===== config.mk =====
export PLATFORM = sky130hd
export DESIGN_NAME = binary_mask_confusion_metrics_unit
export DESIGN_NICKNAME = d
export VERILOG_FILES = /design/src/design/bmcm_pkg.sv /design/src/design/bmcm_front.sv /design/src/design/bmcm_queue.sv /design/src/design/bmcm_back.sv /design/src/design/binary_mask_confusion_metrics_unit.sv
export SDC_FILE = /design/constraint.sdc
export NUM_CORES = 1
export LEC_CHECK = 0
export BUFFER_PORTS_ARGS = -buffer_cell sky130_fd_sc_hd__buf_2
export CAP_MARGIN = 0
export CELL_PAD_IN_SITES_DETAIL_PLACEMENT = 1
export CELL_PAD_IN_SITES_GLOBAL_PLACEMENT = 1
export CORE_MARGIN = 2
export CORE_UTILIZATION = 50
export DETAILED_ROUTE_END_ITERATION = 10
export GPL_TIMING_DRIVEN = 0
export PLACE_DENSITY_LB_ADDON = 0.1
export SETUP_SLACK_MARGIN = 0.05
export SYNTH_ARGS = -nofsm -noshare
export SYNTH_HDL_FRONTEND = slang
export SYNTH_SLANG_ARGS = --single-unit

===== constraint.sdc =====
create_clock -name clk -period 14.13 [get_ports clk]
set_input_delay 1.413 -clock clk [delete_from_list [all_inputs] [get_ports clk]]
set_output_delay 1.413 -clock clk [all_outputs]
set_load 0.02 [all_outputs]

===== src/design/bmcm_pkg.sv =====
package bmcm_pkg;

	localparam int PIX_W    = 8;
	localparam int COUNT_W  = 23;
	localparam int FRAC_BITS = 16;
	localparam int RATE_W   = FRAC_BITS + 1;
	// sums of up to four counts
	localparam int SUM_W    = COUNT_W + 2;
	localparam int STEP_W   = 5;
	localparam int CFG_IDX_W = 8;
	localparam int QDEPTH   = 2;
	localparam int QPTR_W   = 1;
	localparam int QCNT_W   = 2;
	localparam int RATE_NUM = 7;

	localparam logic [COUNT_W-1:0] MAX_PIXELS = COUNT_W'(4194304);
	localparam logic [STEP_W-1:0]  LAST_STEP  = STEP_W'(FRAC_BITS);

	localparam logic [CFG_IDX_W-1:0] REG_RESULT_THR = CFG_IDX_W'(0);
	localparam logic [CFG_IDX_W-1:0] REG_TRUTH_THR  = CFG_IDX_W'(1);

	localparam logic [PIX_W-1:0] RESULT_THR_RST = PIX_W'(0);
	localparam logic [PIX_W-1:0] TRUTH_THR_RST  = PIX_W'(3);

	typedef struct packed {
		logic [PIX_W-1:0] result_pixel;
		logic [PIX_W-1:0] truth_pixel;
		logic             last_pixel;
	} in_item_t;

	typedef struct packed {
		logic [COUNT_W-1:0] true_pos;
		logic [COUNT_W-1:0] true_neg;
		logic [COUNT_W-1:0] false_pos;
		logic [COUNT_W-1:0] false_neg;
		logic [RATE_W-1:0]  sensitivity;
		logic [RATE_W-1:0]  specificity;
		logic [RATE_W-1:0]  false_pos_rate;
		logic [RATE_W-1:0]  false_neg_rate;
		logic [RATE_W-1:0]  pos_pred_value;
		logic [RATE_W-1:0]  neg_pred_value;
		logic [RATE_W-1:0]  accuracy;
	} out_item_t;

	typedef struct packed {
		logic [COUNT_W-1:0] tp;
		logic [COUNT_W-1:0] tn;
		logic [COUNT_W-1:0] fp;
		logic [COUNT_W-1:0] fn;
	} counts_t;

	typedef enum logic [2:0] {
		R_SENS,
		R_SPEC,
		R_FPR,
		R_FNR,
		R_PPV,
		R_NPV,
		R_ACC
	} rate_sel_t;

	typedef enum logic [1:0] {
		BK_IDLE,
		BK_DIV,
		BK_OUT
	} back_state_t;

	function automatic logic [COUNT_W-1:0] sat_bump(input logic [COUNT_W-1:0] c);
		logic [COUNT_W-1:0] r;
		r = (c < MAX_PIXELS) ? c + COUNT_W'(1) : c;
		return r;
	endfunction

endpackage


===== src/design/bmcm_front.sv =====
module bmcm_front (
	input  logic                                clk,
	input  logic                                arst_n,
	input  logic                                push,
	input  bmcm_pkg::in_item_t                  in_item,
	input  logic                                q_full,
	output logic                                q_push,
	output bmcm_pkg::counts_t                   q_data,
	input  logic                                cfg_valid,
	output logic                                cfg_ready,
	input  logic [bmcm_pkg::CFG_IDX_W-1:0]      cfg_index,
	input  logic [bmcm_pkg::PIX_W-1:0]          cfg_data
);

	logic [bmcm_pkg::PIX_W-1:0] res_thr_q;
	logic [bmcm_pkg::PIX_W-1:0] tru_thr_q;
	bmcm_pkg::counts_t          cnt_q;
	bmcm_pkg::counts_t          cnt_inc;
	logic                       res_pos;
	logic                       tru_pos;
	logic                       accept;

	assign cfg_ready = 1'b1;
	assign accept    = push && !q_full;
	assign res_pos   = in_item.result_pixel > res_thr_q;
	assign tru_pos   = in_item.truth_pixel > tru_thr_q;

	always_comb begin
		cnt_inc = cnt_q;
		if (res_pos && tru_pos) begin
			cnt_inc.tp = bmcm_pkg::sat_bump(cnt_q.tp);
		end else if (!res_pos && !tru_pos) begin
			cnt_inc.tn = bmcm_pkg::sat_bump(cnt_q.tn);
		end else if (res_pos) begin
			cnt_inc.fp = bmcm_pkg::sat_bump(cnt_q.fp);
		end else begin
			cnt_inc.fn = bmcm_pkg::sat_bump(cnt_q.fn);
		end
	end

	// snapshot includes the last pixel itself
	assign q_push = accept && in_item.last_pixel;
	assign q_data = cnt_inc;

	always_ff @(posedge clk or negedge arst_n) begin
		if (!arst_n) begin
			res_thr_q <= bmcm_pkg::RESULT_THR_RST;
			tru_thr_q <= bmcm_pkg::TRUTH_THR_RST;
		end else if (cfg_valid) begin
			if (cfg_index == bmcm_pkg::REG_RESULT_THR) begin
				res_thr_q <= cfg_data;
			end else if (cfg_index == bmcm_pkg::REG_TRUTH_THR) begin
				tru_thr_q <= cfg_data;
			end
		end
	end

	always_ff @(posedge clk or negedge arst_n) begin
		if (!arst_n) begin
			cnt_q <= '0;
		end else if (accept) begin
			if (in_item.last_pixel) begin
				cnt_q <= '0;
			end else begin
				cnt_q <= cnt_inc;
			end
		end
	end

endmodule


===== src/design/bmcm_queue.sv =====
module bmcm_queue (
	input  logic              clk,
	input  logic              arst_n,
	input  logic              q_push,
	input  bmcm_pkg::counts_t q_data,
	output logic              q_full,
	input  logic              q_pop,
	output bmcm_pkg::counts_t q_head,
	output logic              q_empty
);

	bmcm_pkg::counts_t                mem_q [bmcm_pkg::QDEPTH];
	logic [bmcm_pkg::QPTR_W-1:0]      wr_ptr_q;
	logic [bmcm_pkg::QPTR_W-1:0]      rd_ptr_q;
	logic [bmcm_pkg::QCNT_W-1:0]      count_q;
	logic                             do_push;
	logic                             do_pop;

	assign q_full  = count_q == bmcm_pkg::QCNT_W'(bmcm_pkg::QDEPTH);
	assign q_empty = count_q == '0;
	assign do_push = q_push && !q_full;
	assign do_pop  = q_pop && !q_empty;
	assign q_head  = mem_q[rd_ptr_q];

	always_ff @(posedge clk) begin
		if (do_push) begin
			mem_q[wr_ptr_q] <= q_data;
		end
	end

	always_ff @(posedge clk or negedge arst_n) begin
		if (!arst_n) begin
			wr_ptr_q <= '0;
			rd_ptr_q <= '0;
			count_q  <= '0;
		end else begin
			if (do_push) begin
				wr_ptr_q <= wr_ptr_q + bmcm_pkg::QPTR_W'(1);
			end
			if (do_pop) begin
				rd_ptr_q <= rd_ptr_q + bmcm_pkg::QPTR_W'(1);
			end
			if (do_push && !do_pop) begin
				count_q <= count_q + bmcm_pkg::QCNT_W'(1);
			end else if (do_pop && !do_push) begin
				count_q <= count_q - bmcm_pkg::QCNT_W'(1);
			end
		end
	end

endmodule


===== src/design/bmcm_back.sv =====
module bmcm_back (
	input  logic                clk,
	input  logic                arst_n,
	input  bmcm_pkg::counts_t   q_head,
	input  logic                q_empty,
	output logic                q_pop,
	output bmcm_pkg::out_item_t out_item,
	output logic                empty,
	input  logic                pop
);

	bmcm_pkg::back_state_t            state_q;
	bmcm_pkg::back_state_t            state_nxt;
	bmcm_pkg::rate_sel_t              sel_q;
	logic [bmcm_pkg::STEP_W-1:0]      step_q;
	logic [bmcm_pkg::SUM_W-1:0]       rem_q;
	logic [bmcm_pkg::RATE_W-1:0]      quo_q;
	logic [bmcm_pkg::RATE_W-1:0]      rate_q [bmcm_pkg::RATE_NUM];
	bmcm_pkg::out_item_t              out_q;
	logic                             out_valid_q;

	logic [bmcm_pkg::SUM_W-1:0]       num;
	logic [bmcm_pkg::SUM_W-1:0]       den;
	logic [bmcm_pkg::SUM_W:0]         trial;
	logic [bmcm_pkg::SUM_W:0]         diff;
	logic                             ge;
	logic [bmcm_pkg::SUM_W-1:0]       rem_nxt;
	logic [bmcm_pkg::RATE_W-1:0]      quo_nxt;
	logic                             step_last;
	logic                             div_run;
	logic                             load_out;
	logic                             out_free;

	logic [bmcm_pkg::SUM_W-1:0] tp_x, tn_x, fp_x, fn_x;

	assign tp_x = bmcm_pkg::SUM_W'(q_head.tp);
	assign tn_x = bmcm_pkg::SUM_W'(q_head.tn);
	assign fp_x = bmcm_pkg::SUM_W'(q_head.fp);
	assign fn_x = bmcm_pkg::SUM_W'(q_head.fn);

	always_comb begin
		case (sel_q)
			bmcm_pkg::R_SENS: begin num = tp_x;        den = tp_x + fn_x; end
			bmcm_pkg::R_SPEC: begin num = tn_x;        den = tn_x + fp_x; end
			bmcm_pkg::R_FPR:  begin num = fp_x;        den = tn_x + fp_x; end
			bmcm_pkg::R_FNR:  begin num = fn_x;        den = tp_x + fn_x; end
			bmcm_pkg::R_PPV:  begin num = tp_x;        den = tp_x + fp_x; end
			bmcm_pkg::R_NPV:  begin num = tn_x;        den = tn_x + fn_x; end
			bmcm_pkg::R_ACC:  begin num = tp_x + tn_x; den = tp_x + tn_x + fp_x + fn_x; end
			default:          begin num = '0;          den = '0;          end
		endcase
	end

	// one quotient bit per cycle, first bit is the integer part
	assign trial   = (step_q == '0) ? {1'b0, num} : {rem_q, 1'b0};
	assign ge      = trial >= {1'b0, den};
	assign diff    = trial - {1'b0, den};
	assign rem_nxt = ge ? diff[bmcm_pkg::SUM_W-1:0] : trial[bmcm_pkg::SUM_W-1:0];
	assign quo_nxt = {quo_q[bmcm_pkg::RATE_W-2:0], ge};
	assign step_last = step_q == bmcm_pkg::LAST_STEP;
	assign out_free  = !out_valid_q || pop;

	always_comb begin
		state_nxt = state_q;
		case (state_q)
			bmcm_pkg::BK_IDLE: begin
				if (!q_empty) begin
					state_nxt = bmcm_pkg::BK_DIV;
				end
			end
			bmcm_pkg::BK_DIV: begin
				if (step_last && sel_q == bmcm_pkg::R_ACC) begin
					state_nxt = bmcm_pkg::BK_OUT;
				end
			end
			bmcm_pkg::BK_OUT: begin
				if (out_free) begin
					state_nxt = bmcm_pkg::BK_IDLE;
				end
			end
			default: state_nxt = bmcm_pkg::BK_IDLE;
		endcase
	end

	always_comb begin
		div_run  = 1'b0;
		load_out = 1'b0;
		case (state_q)
			bmcm_pkg::BK_DIV: div_run  = 1'b1;
			bmcm_pkg::BK_OUT: load_out = out_free;
			default: begin
				div_run  = 1'b0;
				load_out = 1'b0;
			end
		endcase
	end

	assign q_pop = load_out;

	always_ff @(posedge clk or negedge arst_n) begin
		if (!arst_n) begin
			state_q     <= bmcm_pkg::BK_IDLE;
			sel_q       <= bmcm_pkg::R_SENS;
			step_q      <= '0;
			out_valid_q <= 1'b0;
		end else begin
			state_q <= state_nxt;
			if (!div_run) begin
				sel_q  <= bmcm_pkg::R_SENS;
				step_q <= '0;
			end else if (step_last) begin
				sel_q  <= bmcm_pkg::rate_sel_t'(sel_q + 3'd1);
				step_q <= '0;
			end else begin
				step_q <= step_q + bmcm_pkg::STEP_W'(1);
			end
			if (load_out) begin
				out_valid_q <= 1'b1;
			end else if (pop) begin
				out_valid_q <= 1'b0;
			end
		end
	end

	always_ff @(posedge clk) begin
		if (div_run) begin
			rem_q <= rem_nxt;
			quo_q <= quo_nxt;
			if (step_last) begin
				rate_q[sel_q] <= (den == '0) ? '0 : quo_nxt;
			end
		end
		if (load_out) begin
			out_q.true_pos       <= q_head.tp;
			out_q.true_neg       <= q_head.tn;
			out_q.false_pos      <= q_head.fp;
			out_q.false_neg      <= q_head.fn;
			out_q.sensitivity    <= rate_q[bmcm_pkg::R_SENS];
			out_q.specificity    <= rate_q[bmcm_pkg::R_SPEC];
			out_q.false_pos_rate <= rate_q[bmcm_pkg::R_FPR];
			out_q.false_neg_rate <= rate_q[bmcm_pkg::R_FNR];
			out_q.pos_pred_value <= rate_q[bmcm_pkg::R_PPV];
			out_q.neg_pred_value <= rate_q[bmcm_pkg::R_NPV];
			out_q.accuracy       <= rate_q[bmcm_pkg::R_ACC];
		end
	end

	assign out_item = out_q;
	assign empty    = !out_valid_q;

endmodule


===== src/design/binary_mask_confusion_metrics_unit.sv =====
// pixels: one transfer per cycle while not full, classified and counted in the cycle
// of the transfer; end of image: counts go to a two-entry queue; the back end runs one
// shared restoring divider that computes the seven rates one after another, while the
// front end already counts the next image
// reset: counters clear, thresholds load 0 and 3, queue and output register empty
module binary_mask_confusion_metrics_unit (
	input  logic                           clk,
	input  logic                           arst_n,
	input  logic                           push,
	output logic                           full,
	input  bmcm_pkg::in_item_t             in_item,
	output logic                           empty,
	input  logic                           pop,
	output bmcm_pkg::out_item_t            out_item,
	input  logic                           cfg_valid,
	output logic                           cfg_ready,
	input  logic [bmcm_pkg::CFG_IDX_W-1:0] cfg_index,
	input  logic [bmcm_pkg::PIX_W-1:0]     cfg_data
);

	logic              q_push;
	logic              q_full;
	logic              q_pop;
	logic              q_empty;
	bmcm_pkg::counts_t q_data;
	bmcm_pkg::counts_t q_head;

	assign full = q_full;

	bmcm_front u_front (
		.clk       (clk),
		.arst_n    (arst_n),
		.push      (push),
		.in_item   (in_item),
		.q_full    (q_full),
		.q_push    (q_push),
		.q_data    (q_data),
		.cfg_valid (cfg_valid),
		.cfg_ready (cfg_ready),
		.cfg_index (cfg_index),
		.cfg_data  (cfg_data)
	);

	bmcm_queue u_queue (
		.clk     (clk),
		.arst_n  (arst_n),
		.q_push  (q_push),
		.q_data  (q_data),
		.q_full  (q_full),
		.q_pop   (q_pop),
		.q_head  (q_head),
		.q_empty (q_empty)
	);

	bmcm_back u_back (
		.clk      (clk),
		.arst_n   (arst_n),
		.q_head   (q_head),
		.q_empty  (q_empty),
		.q_pop    (q_pop),
		.out_item (out_item),
		.empty    (empty),
		.pop      (pop)
	);

	logic [bmcm_pkg::SUM_W-1:0]  total;
	logic [bmcm_pkg::RATE_W:0]   sens_fnr;

	assign total = bmcm_pkg::SUM_W'(out_item.true_pos) + bmcm_pkg::SUM_W'(out_item.true_neg)
		+ bmcm_pkg::SUM_W'(out_item.false_pos) + bmcm_pkg::SUM_W'(out_item.false_neg);
	assign sens_fnr = {1'b0, out_item.sensitivity} + {1'b0, out_item.false_neg_rate};

	// every image has at least its last pixel
	a_nonzero_total: assert property (@(posedge clk) disable iff (!arst_n)
		!empty |-> total != '0)
		else $error("result with zero pixel total");

	// complementary floored rates sum to one or one lsb below, or both are zero
	a_sens_fnr: assert property (@(posedge clk) disable iff (!arst_n)
		!empty |-> (sens_fnr == '0 || sens_fnr == 18'd65535 || sens_fnr == 18'd65536))
		else $error("sensitivity and miss rate disagree");

	a_saturate: assert property (@(posedge clk) disable iff (!arst_n)
		!empty |-> (out_item.true_pos <= bmcm_pkg::MAX_PIXELS
			&& out_item.false_neg <= bmcm_pkg::MAX_PIXELS))
		else $error("count beyond saturation limit");

	a_queue_sane: assert property (@(posedge clk) disable iff (!arst_n)
		!(q_full && q_empty))
		else $error("count queue both full and empty");

endmodule

==> summary.txt <==
Placed design
  • Setup WS pre-CTS: 3.45 ns
  • HPWL after detailed placement: 89,400 um
  • Dpl cells: 3,987
  • GPL Wtd Cong: 0.963
  • Number of port buffers: 249

CTS
  • Post-CTS Hold Buffers: 0
  • Post-CTS Setup Inserts: 0
  • Worst-skew pair later-pin latency: 0.66 ns
  • CTS tree: done
  • TritonCTS Sinks: 678
  • Clock root buffer master: clkbuf_16
  • H-tree levels: 3
  • Clk pin slew, worst setup/hold paths: 0.06 ns
  • Post-CTS Resized: 0
  • CTS buffer count: 72
  • Clock Tree Buf Depth: 3

Timing
  • Worst Skew: 0.0418 ns
  • Tmin final: 10.98 ns
  • Max-slew violations: 0
  • Setup ws final: 3.15 ns
  • RSZ-0062 raised after global routing: false
  • Worst slew pin tran: 1.20 ns
  • Final Hold Viols: 0
  • Setup TNS: 0 ns
  • Relative slew slack: 0.187
  • Hold Slack: 0.416 ns
  • Setup Viol. Count Final: 0
  • Period Utilization, post-route: 0.777
  • FMAX: 0.0911 GHz

Detailed routing
  • 1st-iter DRT viols: 2,372
  • First drt pass iteration count: 6
  • Via density: 6.14
  • ANT nets after route: 0
  • Drt total wl: 118,000 um
  • Routed wire per std cell: 28.6 um
  • DRC: 0
  • Vias: 25,300

Critical path
  • Path type of the worst setup path: reg2reg
  • Critical Path Source Type: flop
  • Reg2Reg Setup Slack: 3.15 ns
  • Worst path arrival time: 11.33 ns
  • Critical-path top delay cell: a2111oi_1
  • Reg-to-reg endpoint: u_back.rate_q[5][0]
  • Reg2reg start: u_queue.rd_ptr_q
  • Endpoint class of the critical path: flop
  • Register-to-Register Path Depth: 33
  • Worst EP required: 14.48 ns
  • Crit-path max cell delay: 0.84 ns
  • CP Max Fanout: 10

GRT
  • Vias in the first global route: 26,400
  • Largest net degree at the start of global routing: 80
  • GRT overflow: 0
  • Number of antenna violations at the first check in global routing: 3
  • First-pass GRT wire length: 172,000 um
  • Total GRT Usage: 0.329

Synth
  • Synth Flop Type: edfxtp_1
  • Seq cells post-synth: 678
  • Sequential share of the synthesized area: 0.572
  • Synthesized Nets: 3,043
  • Synth Area per Inst: 12.2 um2
  • Cell area after synthesis: 34,500 um2
  • EDFF count, synth: 555
  • Async set-reset flop share out of synthesis: 0.181
  • Mapped Cells: 2,832
  • Cell variety after synth: 86
  • Yosys synthesis warning count: 0

Die
  • Die width: 267 um
  • # rows: 96
  • Starting Density: 0.505
  • Core area: 68,500 um2
  • Top Ports: 252
  • Die Area: 71,200 um2
  • Die height: 267 um

Cells and area
  • Area growth from synthesis to layout: 15.2%
  • Fin nets: 3,390
  • Filler Cells Inserted: 6,996
  • Finished Layout Cells: 4,119
  • Layout cells sized above 1: 0.180
  • Commonest non-fill, non-tap cells in the layout: edfxtp_1, buf_2, nand2_1, nor2_1, o21ai_0
  • Most common cell after layout, fill and taps aside: edfxtp_1

Hold path
  • Hold EP: out_item[55]
  • Hold Path Depth: 0
  • Hold Startpoint: u_back.rate_q[3][4]
  • Hold crit path type: reg2reg

Status
  • Status: complete, no violations

Power
  • Worst VDD drop: 0.169 mV
  • Static leakage: 15.4 nW
  • PD cells: 247 nW/um2

Job
  • MaxCap Viol Count: 0
[layout make-up]
cell class / instances / area (um2) / share of cell area
Buffer: 106 / 413 / 0.0104
Tap cell: 882 / 1100 / 0.0277
Antenna cell: 1 / 2.50 / 0.0000629
Timing Repair Buffer: 273 / 1680 / 0.0423
Multi-Input combinational cell: 1883 / 13800 / 0.347
Sequential cell: 678 / 19700 / 0.496
Inverter: 165 / 619 / 0.0156
Clock inverter: 39 / 480 / 0.0121
Clock buffer: 92 / 1940 / 0.0487
[through the flow]
| step | utilization | area, um2 | total power, mW |
|---|---|---|---|
| floorplan | - | 34500 | 6.13 |
| global placement | 0.539 | 36900 | 7.47 |
| detailed placement | 0.546 | 37400 | 7.71 |
| CTS | 0.581 | 39800 | 9.71 |
| global route | 0.581 | 39800 | 10.3 |
| finish | 0.581 | 39800 | 9.83 |
[synth_stat cells (17+ instances only)]
library cell / number / share of area
mux2_2: 144 / 0.047
nor3_1: 38 / 0.0055
edfxtp_1: 555 / 0.48
a211oi_1: 23 / 0.0050
a21o_1: 47 / 0.010
nand2_1: 221 / 0.024
fa_1: 28 / 0.016
a22o_1: 18 / 0.0046
a21oi_1: 122 / 0.018
mux2i_1: 81 / 0.023
nor2_1: 186 / 0.020
dfrtp_1: 121 / 0.088
nor2b_1: 17 / 0.0031
clkbuf_1: 92 / 0.010
xor2_1: 78 / 0.020
o31ai_1: 20 / 0.0043
nand4_1: 29 / 0.0053
a22oi_1: 26 / 0.0057
and3_1: 41 / 0.0074
ha_1: 145 / 0.053
o21ai_0: 175 / 0.025
a221oi_1: 19 / 0.0048
xnor2_1: 101 / 0.026
nand3_1: 59 / 0.0085
inv_1: 165 / 0.018
[power breakdown]
group / total [mW] / internal [mW] / switching, mW
sequential: 2.63 / 2.52 / 0.107
clock: 1.95 / 1.09 / 0.860
combinational: 5.25 / 1.88 / 3.37
[worst max-delay path by stage]
stage	start	endpoint	slack (ns)	cells after the start
3_3_place_gp	pop	u_queue.count_q[1]	-4.16	8
2_1_floorplan	pop	u_queue.count_q[1]	0.34	7
3_5_place_dp	u_queue.rd_ptr_q	u_back.rate_q[4][0]	3.45	33
6_report	u_queue.rd_ptr_q	u_back.rate_q[5][0]	3.15	33
4_1_cts	u_queue.rd_ptr_q	u_back.rate_q[5][0]	3.42	33
5_1_grt	u_queue.rd_ptr_q	u_back.rem_q[16]	2.68	34
[flip-flops by register name, summed over array words and instances (netlist names), 2 cells and up]
signal / count
out_item: 119
u_back.out_item: 92
u_back.quo_q: 16
u_back.rate_q: 119
u_back.rem_q: 25
u_back.sel_q: 3
u_back.state_q: 2
u_back.step_q: 5
u_front.cnt_q: 92
u_front.res_thr_q: 8
u_front.tru_thr_q: 8
u_queue.count_q: 2
u_queue.mem_q: 184
[per-layer routing]
layer  routed length (um)  track usage
met5                    0            0
met4                 5540        0.142
met3                 6330       0.0445
met2                57200        0.558
met1                48800        0.423
[worst max-delay path: cells and delay by family, from the launching register on]
family          cells  cell delay, ns
xor+xnor            1            0.60
flops               1            0.40
mux                 1            0.67
simple gates        7            1.23
fa+ha+maj           4            1.63
compound gates     12            3.22
buf+inv             8            2.95
[cell families after synthesis]
kind of cell    after synthesis  synth area share
compound gates              614             0.118
xor+xnor                    179            0.0454
fa+ha+maj                   173            0.0688
buf+inv                     271            0.0299
flops                       678             0.572
mux                         225            0.0704
other cells                   1          0.000109
simple gates                691            0.0953
Note: power is estimated with default switching activity, not from simulation.
